File: src/zsr_pkg.sv
// Shared types and constants for the zigzag scan reorder block.
// No dependencies.
package zsr_pkg;

   localparam int MAX_SIDE_DEFAULT = 8;
   localparam int DATA_W           = 32;
   localparam int CSR_W            = 4;
   localparam logic [CSR_W-1:0] N_SIZE_RESET = 4'd8;

   typedef enum logic [1:0] {
      ST_LOAD = 2'b01,
      ST_SCAN = 2'b10
   } state_type;

   // control from the top level into the scan walker
   typedef struct packed {
      logic start;
      logic step;
   } walk_ctl_type;

endpackage

File: src/zsr_scan_walk.sv
// Zigzag position walker: steps row/column along anti-diagonals.
// Depends on zsr_pkg.
module zsr_scan_walk #(
   parameter int MAX_SIDE = zsr_pkg::MAX_SIDE_DEFAULT,
   parameter int SW       = $clog2(MAX_SIDE + 1),
   parameter int AW       = (MAX_SIDE * MAX_SIDE > 1) ? $clog2(MAX_SIDE * MAX_SIDE) : 1
) (
   input  logic                 clock,
   input  logic                 reset,
   input  zsr_pkg::walk_ctl_type ctl,
   input  logic [SW-1:0]        side,
   output logic [AW-1:0]        addr,
   output logic                 last
);
   import zsr_pkg::*;

   localparam int RW = (MAX_SIDE > 1) ? $clog2(MAX_SIDE) : 1;
   localparam int CW = 2 * SW;

   logic [RW-1:0] row_ff, row_in;
   logic [RW-1:0] col_ff, col_in;
   logic          up_ff, up_in;
   logic [RW-1:0] nm1;
   logic [CW-1:0] lin;

   assign nm1  = RW'(side - SW'(1));
   assign lin  = CW'(row_ff) * CW'(side) + CW'(col_ff);
   assign addr = AW'(lin);
   assign last = (row_ff == nm1) && (col_ff == nm1);

   always_comb begin
      row_in = row_ff;
      col_in = col_ff;
      up_in  = up_ff;
      if (ctl.start) begin
         row_in = '0;
         col_in = '0;
         up_in  = 1'b1;
      end else if (ctl.step) begin
         if (up_ff) begin
            // toward top-right; turn at top edge or right edge
            if (row_ff == '0 || col_ff == nm1) begin
               if (col_ff != nm1) col_in = col_ff + RW'(1);
               else               row_in = row_ff + RW'(1);
               up_in = 1'b0;
            end else begin
               row_in = row_ff - RW'(1);
               col_in = col_ff + RW'(1);
            end
         end else begin
            // toward bottom-left; turn at left edge or bottom edge
            if (col_ff == '0 || row_ff == nm1) begin
               if (row_ff != nm1) row_in = row_ff + RW'(1);
               else               col_in = col_ff + RW'(1);
               up_in = 1'b1;
            end else begin
               row_in = row_ff + RW'(1);
               col_in = col_ff - RW'(1);
            end
         end
      end
   end

   always_ff @(posedge clock) begin
      if (reset) begin
         row_ff <= '0;
         col_ff <= '0;
         up_ff  <= 1'b1;
      end else begin
         row_ff <= row_in;
         col_ff <= col_in;
         up_ff  <= up_in;
      end
   end

endmodule

File: src/zigzag_scan_reorder_top.sv
// Zigzag scan reorder, top level: element store, load counter, output queue.
// Depends on zsr_pkg and zsr_scan_walk.
//
//  channel | direction | handshake              | payload
//  req     | in        | req_valid / req_stall  | req_element
//  rsp     | out       | rsp_valid / rsp_stall  | rsp_out_element, rsp_last
//  csr     | in        | csr_wr_en              | csr_wr_data (n_size)
//
// Loading accepts an element whenever req_valid is high and req_stall is low.
// On the n*n-th element the block scans: one store read per cycle while the
// output queue has room, for n*n results; req_stall is high for the whole scan.
// The single store read port sets the scan rate. A 2-beat output queue keeps
// reads going while rsp_stall is high; reads pause when it would overflow.
// Synchronous reset clears counter, state and queue; the store is not cleared.
module zigzag_scan_reorder_top #(
   parameter int MAX_SIDE = zsr_pkg::MAX_SIDE_DEFAULT
) (
   input  logic                               clock,
   input  logic                               reset,
   input  logic                               req_valid,
   output logic                               req_stall,
   input  logic signed [zsr_pkg::DATA_W-1:0]  req_element,
   output logic                               rsp_valid,
   input  logic                               rsp_stall,
   output logic signed [zsr_pkg::DATA_W-1:0]  rsp_out_element,
   output logic                               rsp_last,
   input  logic                               csr_wr_en,
   input  logic [zsr_pkg::CSR_W-1:0]          csr_wr_data
);
   import zsr_pkg::*;

   localparam int DEPTH = MAX_SIDE * MAX_SIDE;
   localparam int AW    = (DEPTH > 1) ? $clog2(DEPTH) : 1;
   localparam int SW    = $clog2(MAX_SIDE + 1);
   localparam int CW    = 2 * SW;

   logic [CSR_W-1:0]  n_size_ff;
   state_type         state_ff, state_in;
   logic [CW-1:0]     count_ff, count_in;
   logic [SW-1:0]     side;
   logic [CW-1:0]     total;
   logic [CW-1:0]     count_inc;
   logic              load_acc;
   logic              scan_start;

   logic [DATA_W-1:0] store [DEPTH];
   logic [DATA_W-1:0] rd_q_ff;
   logic              rd_pend_ff;
   logic              rd_last_ff;

   walk_ctl_type      walk_ctl;
   logic [AW-1:0]     walk_addr;
   logic              walk_last;
   logic              issue;

   logic [DATA_W-1:0] q_data_ff [2];
   logic [1:0]        q_last_ff;
   logic              q_wr_ff, q_rd_ff;
   logic [1:0]        q_cnt_ff;
   logic [1:0]        q_occ;
   logic              pop;

   // side length in use: zero acts as one, saturate at the built maximum
   always_comb begin
      if (n_size_ff == '0)
         side = SW'(1);
      else if (32'(n_size_ff) > MAX_SIDE)
         side = SW'(MAX_SIDE);
      else
         side = SW'(n_size_ff);
   end

   assign total      = CW'(side) * CW'(side);
   assign count_inc  = count_ff + CW'(1);
   assign req_stall  = (state_ff != ST_LOAD);
   assign load_acc   = req_valid && !req_stall;
   assign scan_start = load_acc && (count_inc >= total);

   // queue space counts the read in flight; one read per cycle while the queue has room
   assign pop    = rsp_valid && !rsp_stall;
   assign q_occ  = q_cnt_ff + {1'b0, rd_pend_ff} - {1'b0, pop};
   assign issue  = (state_ff == ST_SCAN) && (q_occ < 2'd2);

   assign walk_ctl.start = scan_start;
   assign walk_ctl.step  = issue;

   zsr_scan_walk #(
      .MAX_SIDE (MAX_SIDE),
      .SW       (SW),
      .AW       (AW)
   ) u_walk (
      .clock (clock),
      .reset (reset),
      .ctl   (walk_ctl),
      .side  (side),
      .addr  (walk_addr),
      .last  (walk_last)
   );

   always_comb begin
      state_in = state_ff;
      count_in = count_ff;
      unique case (state_ff)
         ST_LOAD: begin
            if (load_acc) begin
               if (scan_start) begin
                  count_in = '0;
                  state_in = ST_SCAN;
               end else begin
                  count_in = count_inc;
               end
            end
         end
         ST_SCAN: begin
            if (issue && walk_last) state_in = ST_LOAD;
         end
         default: state_in = ST_LOAD;
      endcase
   end

   always_ff @(posedge clock) begin
      if (reset) begin
         n_size_ff <= N_SIZE_RESET;
         state_ff  <= ST_LOAD;
         count_ff  <= '0;
      end else begin
         if (csr_wr_en) n_size_ff <= csr_wr_data;
         state_ff <= state_in;
         count_ff <= count_in;
      end
   end

   // Store: writes only while loading, reads only while scanning, so the
   // element that triggers a scan is written before the first read.
   always_ff @(posedge clock) begin
      if (load_acc) store[count_ff[AW-1:0]] <= req_element;
      if (issue)    rd_q_ff <= store[walk_addr];
   end

   always_ff @(posedge clock) begin
      if (reset) begin
         rd_pend_ff <= 1'b0;
      end else begin
         rd_pend_ff <= issue;
      end
   end

   always_ff @(posedge clock) begin
      if (issue) rd_last_ff <= walk_last;
   end

   // two-beat output queue
   always_ff @(posedge clock) begin
      if (reset) begin
         q_wr_ff  <= 1'b0;
         q_rd_ff  <= 1'b0;
         q_cnt_ff <= '0;
      end else begin
         if (rd_pend_ff) q_wr_ff <= ~q_wr_ff;
         if (pop)        q_rd_ff <= ~q_rd_ff;
         q_cnt_ff <= q_cnt_ff + {1'b0, rd_pend_ff} - {1'b0, pop};
      end
   end

   always_ff @(posedge clock) begin
      if (rd_pend_ff) begin
         q_data_ff[q_wr_ff] <= rd_q_ff;
         q_last_ff[q_wr_ff] <= rd_last_ff;
      end
   end

   assign rsp_valid       = (q_cnt_ff != '0);
   assign rsp_out_element = q_data_ff[q_rd_ff];
   assign rsp_last        = q_last_ff[q_rd_ff];

endmodule

File: config.mk
export PLATFORM = sky130hd
export DESIGN_NAME = zigzag_scan_reorder_top
export DESIGN_NICKNAME = d
export VERILOG_FILES = /design/src/zsr_pkg.sv /design/src/zsr_scan_walk.sv /design/src/zigzag_scan_reorder_top.sv
export SDC_FILE = /design/constraint.sdc
export NUM_CORES = 2
export LEC_CHECK = 0
export ABC_AREA = 1
export BUFFER_PORTS_ARGS = -buffer_cell sky130_fd_sc_hd__buf_2
export CAP_MARGIN = 5
export CELL_PAD_IN_SITES_DETAIL_PLACEMENT = 0
export CELL_PAD_IN_SITES_GLOBAL_PLACEMENT = 1
export CORE_AREA = 2 2 399 401
export CTS_CLUSTER_DIAMETER = 100
export DETAILED_ROUTE_END_ITERATION = 10
export DIE_AREA = 0 0 401 403
export HOLD_SLACK_MARGIN = 0.06
export PLACE_DENSITY_LB_ADDON = 0.2
export SLEW_MARGIN = 20
export SYNTH_ARGS = -nofsm -noshare
export SYNTH_HDL_FRONTEND = slang
export SYNTH_SLANG_ARGS = --single-unit
export TNS_END_PERCENT = 30
File: constraint.sdc
create_clock -name clock -period 7.35 [get_ports clock]
set_input_delay 0.3675 -clock clock [delete_from_list [all_inputs] [get_ports clock]]
set_output_delay 0.3675 -clock clock [all_outputs]
set_load 0.02 [all_outputs]
==> Yosys cells after proc, flatten, opt, wreduce, memory -nomap -nowiden <==
Memories as Yosys holds them, arrays and structs flattened. A register that Yosys moved wholly into a read port is not among the register bits.
Index checks and enable logic that the tools add are counted.
W data, S select, Z words.
{ "word_totals": {"ff_bits": 29, "latch_bits": 0, "ram_bits": 2112, "rom_bits": 0, "input_bits": 41, "mem_count": 2} }
{ "classes": {"addsub": 9, "n_mul": 2, "div_mod_pow": 0, "n_lt_le_gt_ge": 6, "n_eq_ne": 14, "shift": 0, "n_mux": 31, "bitwise_logic": 2, "n_reduce_logical": 20} }
{ "mem_list": {"columns": ["memory", "words", "word_bits", "rd", "rd_clocked_by_memory_dff", "write_ports", "line", "text"], "rows": [
  ["store", 64, 32, 1, 1, 1, "zigzag_scan_reorder_top.sv:46", "logic [DATA_W-1:0] store [DEPTH];"],
  ["q_data_ff", 2, 32, 1, 1, 1, "zigzag_scan_reorder_top.sv:56", "logic [DATA_W-1:0] q_data_ff [2];"]
]} }
{ "op_table": {"columns": ["op", "n"], "rows": [
  ["$mux W3", 10],
  ["$mux W1", 12],
  ["$reduce_and A3 Y1", 3],
  ["$sub A3 B1 Y3 const B", 3],
  ["$add A8 B1 Y8 const B", 1],
  ["$ge A8 B8 Y1", 1],
  ["$mul A4 B4 Y8", 1],
  ["$mux W4", 2],
  ["$mux W8", 1],
  ["$logic_and A1 B1 Y1", 7],
  ["$add A3 B1 Y3 const B", 2],
  ["$add A6 B3 Y6", 1],
  ["$eq A3 B3 Y1", 2],
  ["$logic_not A3 Y1", 2],
  ["$mul A3 B4 Y6", 1],
  ["$mux W2", 3],
  ["$ne A3 B2 Y1 const B", 2],
  ["$ne A3 B3 Y1", 2],
  ["$ne A3 B3 Y1 const B", 2],
  ["$gt A4 B4 Y1 const B", 1],
  ["$logic_not A4 Y1", 1],
  ["$lt A1 B2 Y1 const B", 2],
  ["$ne A2 B1 Y1 const B", 2],
  ["$ne A2 B2 Y1 const B", 2],
  ["other kinds (15)", 18]
]} }

==> Longest topological paths before layout <==
{ "logic_depth": {"depth_word": 9, "mapped_depth": 21, "depth_no_buf": 19} }

==> Modules after synthesis <==
From an unflattened synthesis, not the netlist that was laid out.
{ "hier_totals": {"hier_cells": 7198, "hier_area_um2": 87649.1} }
{ "modules_own_cells": {"columns": ["module", "n_inst", "cells_per_inst", "area_each_um2", "seq_area_each_um2"], "rows": [
  ["zigzag_scan_reorder_top", 1, 7044, 86601.8, 64872.2],
  ["zsr_scan_walk", 1, 154, 1047.3, 140.1]
]} }

==> Worst setup path before layout <==
Ideal clock, no wire load.
{ "synth_path": {"path_type": "flip-flop to flip-flop", "start": "reg n_size_ff[3]", "end": "reg rd_q_ff[2], read port of store, data pin", "t_arrival_ns": 3.379, "required_ns": 7.095, "path_slack_ns": 3.716, "stages_incl_launch_ff": 20, "period_less_slack_ns": 3.634, "path_cell_list": "dfxtp_1 buf_2 inv_2 nand2_1 nand2_1 inv_1 nor2_1 fa_1 inv_1 fa_1 fa_1 clkbuf_1 inv_1 clkbuf_1 clkbuf_1 nand3_1 nand3_1 nand3_1 nand3_1 and2_1"} }
{ "synth_via": {"elab_chain_len": 5, "elab_cells_between_ends": 6, "cone_classes": "add/sub (1); mul (1); order compare (1); mux (2); reduce/logical (1)"} }
{ "synth_rtl": {"columns": ["element", "line", "text"], "rows": [
  ["start: declaration", "zigzag_scan_reorder_top.sv:37", "logic [CSR_W-1:0] n_size_ff;"],
  ["start signal: assignment", "zigzag_scan_reorder_top.sv:127", "if (csr_wr_en) n_size_ff <= csr_wr_data;"],
  ["$gt A4 B4 Y1", "zigzag_scan_reorder_top.sv:67", "else if (32'(n_size_ff) > MAX_SIDE)"],
  ["$mux W4", "zigzag_scan_reorder_top.sv:67", null],
  ["$mux W4 (*)", "zigzag_scan_reorder_top.sv:65", "if (n_size_ff == '0)"],
  ["$mul A3 B4 Y6 (*)", "zsr_scan_walk.sv:27", "assign lin = CW'(row_ff) * CW'(side) + CW'(col_ff);"],
  ["$add A6 B3 Y6 (*)", "zsr_scan_walk.sv:27", null],
  ["end: declaration", "zigzag_scan_reorder_top.sv:47", "logic [DATA_W-1:0] rd_q_ff;"]
]} }
Mark *: on every way between the ends. The rest lies on a longest branch, timed or not.
A chain may end at the register's enable or synchronous reset.

==> Worst setup path in the final report <==
{ "layout_path": {"start": "reg n_size_ff[3]", "end": "reg rd_q_ff[18], read port of store, data pin"} }
The elaborated chain is that of the path after synthesis.

==> impl_results.md <==
* Status: complete, no violations
* GR Overflow Total at 0
* Seq cells post-synth at 2174
* Commonest non-fill, non-tap cell in the layout: edfxtp_1
* Routed wire length at 249 mm
* Worst Setup End Kind: flip-flop
* Minimum clock period at 5.80 ns
* Critical Path Start: n_size_ff[3]
* Most used cell, CP: nand3_1
* Maximum fanout along the worst path at 79
* Setup CP Type: flip-flop to flip-flop
* Sequential element share of the synthesized area at 0.741
* Initial DRC Count at 7031
* Slew headroom at 0.264
* Placer Congestion at 0.840
* Largest family of logic cells by synthesized area: simple AND/OR/NAND/NOR gates
* Port bufs at 75
* Die height at 403 µm
* Clock sinks at 2174
* Post-Synth Adder-Cell Area at 0.00584
* Syn. warnings at 0
* Final ANT Viol Nets at 0
* Core area at 157000 µm²
* Gate Count Post-Synth at 7184
* Number of global-route vias before repair at 55100
* CTS tree: yes
* Post-DR vias/cell at 6.07
* Worst-Skew Late Latency at 0.85 ns
* Initial antenna violation count at 6
* Worst-margin pin slew at 1.10 ns
* DR pass1 iterations at 6
* Detailed-route wire length per cell at 26.3 µm
* DIE AREA at 162000 µm²
* Layout net count at 7267
* Worst R2R Setup Slack at 1.55 ns
* Clk slew on worst S/H paths at 0.06 ns
* Worst R2R Path Depth at 16
* Top-area cell type share of the netlist area at 0.735
* Peak supply drop at 227 µV
* Netlist Area Pre-Place at 87800 µm²
* Critical R2R Capture: rd_q_ff[18]
* FP Rows at 146
* Setup TNS after final layout at 0 ns
* DRC at 0
* Area growth syn-to-layout at 11.0%
* Most frequent cells in the layout: 2147 x edfxtp_1, 2068 x nand2_1, 1853 x nand3_1, 216 x clkbuf_16, 154 x inv_1
* RSZ-0062 raised after global routing: no
* Post-synthesis mux area share at 0.00423
* CP cell instances: inv_2 -> nand2_1 -> nand2_1 -> inv_1 -> nor2_1 -> fa_1 -> inv_1 -> fa_1 -> fa_4 -> inv_8 -> buf_4 -> nand3_1 -> nand3_1 -> nand3_1 -> nand3_1 -> and2_1
* Clk root buf: clkbuf_16
* Placed Area at 90500 µm²
* Post-Synth Simple-Gate Area at 0.201
* Post-layout util at 0.619
* Final slew viol count at 0
* Max Fclk at 0.172 GHz
* Hold path depth at 1
* Worst Path Required at 7.93 ns
* CTS buffer count at 214
* Yosys top cell by area: edfxtp_1
* Largest net degree at the start of global routing at 267
* CP Buf/Inv Count at 5
* Hold Fails Final Rpt at 0
* Area contributors post-synth: edfxtp_1 73%, nand3_1 11%, nand2_1 8.8%
* Top delay family on crit path: adder cells
* P_leak at 33.9 nW
* Finish-stage setup viols at 0
* Post-synth ARST share at 0
* CTS Buffer Depth at 3
* Share of layout cells above drive strength 1 at 0.0855
* Via count at 57300
* Reg2reg start: n_size_ff[3]
* Power per standard cell area at 256 nW/µm²
* CP Launch Type: flip-flop
* Worst setup endpoint: rd_q_ff[18]
* Clock Skew at 0.0318 ns
* Slowest CP cell: fa_4
* Main synth FF type: edfxtp_1
* Compound-gate portion of the synthesized area at 0.0135
* Cell count along the critical path at 16
* Total track usage at 0.307
* MaxCap Viol Count at 0
* Synth unique cells at 35
* CTS H-tree depth at 4
* Slowest Stage Delay on Critical Path at 1.31 ns
* Starting density of the core at 0.557
* Post-synth EDFFs at 2147
* Fin crit share at 0.789
* Final design area excluding fillers at 97400 µm²
* DP HPWL at 128 mm
* Synth Area in XOR/XNOR at 0.00190
* First-pass GRT wire length at 366 mm
* Average cell area after synthesis at 12.2 µm²
* Worst Hold Class: input pin to flip-flop
* CP Data Arrival Time at 6.38 ns
* I/O pin cnt at 76
* DIE WIDTH at 401 µm
* Post-CTS resize count at 0
routing by layer:
metal / wire [µm] / track usage / vias up / share of wire
li1: - / - / 25600 / -
met1: 100000 / 0.429 / 28600 / 0.40
met2: 118000 / 0.495 / 2714 / 0.48
met3: 21600 / 0.0469 / 442 / 0.087
met4: 8470 / 0.110 / 8 / 0.034
met5: 55 / 0 / - / 0.00022
cell usage after synthesis (all sizes together) (27+ instances only):
master,n
nand2,2070
clkbuf,148
a21oi,113
mux2,33
nor2,121
buf,304
o21ai,111
ha,33
edfxtp,2147
dfxtp,27
nand3,1853
inv,162
how the worst min path moves through the flow:
stage | from | end
after floorplan | rd_q_ff[0] | q_data_ff[0][0]
after global placement | rd_last_ff | q_last_ff[0]
after detailed placement | rd_q_ff[31] | q_data_ff[0][31]
after CTS | req_element[25] | store[10][25]
after global routing | req_element[9] | store[42][9]
final | req_element[9] | store[57][9]
cell type report:
| type | count | area [µm²] |
|---|---|---|
| flip-flops and latches | 2174 | 65000 |
| clock inverters | 140 | 1210 |
| diodes | 1 | 2.50 |
| clock buffers | 260 | 5570 |
| inverters | 163 | 659 |
| well taps | 2072 | 2590 |
| repair buffers | 239 | 1880 |
| multi-input cells | 4396 | 20500 |
| fillers | 12200 | 60100 |
metrics by stage:
| step | setup WS (ns) | std cells | power, mW | hold slack [ns] |
|---|---|---|---|---|
| floorplan | 3.72 | 7185 | 14.2 | 0.421 |
| detailed placement | 1.69 | 9031 | 14.5 | 0.453 |
| global route | 1.44 | 9444 | 25.5 | 0.0808 |
| global placement | 1.79 | 9030 | 14.5 | 0.439 |
| finish | 1.55 | 9445 | 24.9 | 0.0649 |
| CTS | 1.62 | 9444 | 25.0 | 0.0746 |
timing repair:
item | 4_1_cts | 5_1_grt
buffers inserted | 0 | 0
hold buffers | 13 | 0
hold endpoints to repair | 12 | 0
kinds of logic (layout without fill, tap and decap cells):
logic type / count (synthesis) / after routing
AND/OR/NAND/NOR: 4072 / 4072
flip-flops: 2174 / 2174
buffers and inverters: 615 / 802
AO/OA/AOI/OAI: 232 / 232
adder cells (fa/ha/maj): 38 / 38
multiplexers: 33 / 33
XOR/XNOR: 19 / 19
other: 1 / 3
power by group:
| part | total (mW) | switching, mW | internal [mW] |
|---|---|---|---|
| Clock | 10.6 | 4.64 | 5.98 |
| Combinational | 0.571 | 0.449 | 0.121 |
| Sequential | 13.7 | 0.0275 | 13.7 |
state kept, by name, summed over array words and instances, names as in the netlist, named ones only:
register,count
u_walk.row_ff,3
u_walk.col_ff,3
q_cnt_ff,2
rd_q_ff,32
u_walk.up_ff,1
q_wr_ff,1
q_last_ff,2
count_ff,8
q_rd_ff,1
store,2048
state_ff,2
q_data_ff,64
n_size_ff,4
rd_pend_ff,1
rd_last_ff,1
Power figures use the tool's default switching activity.
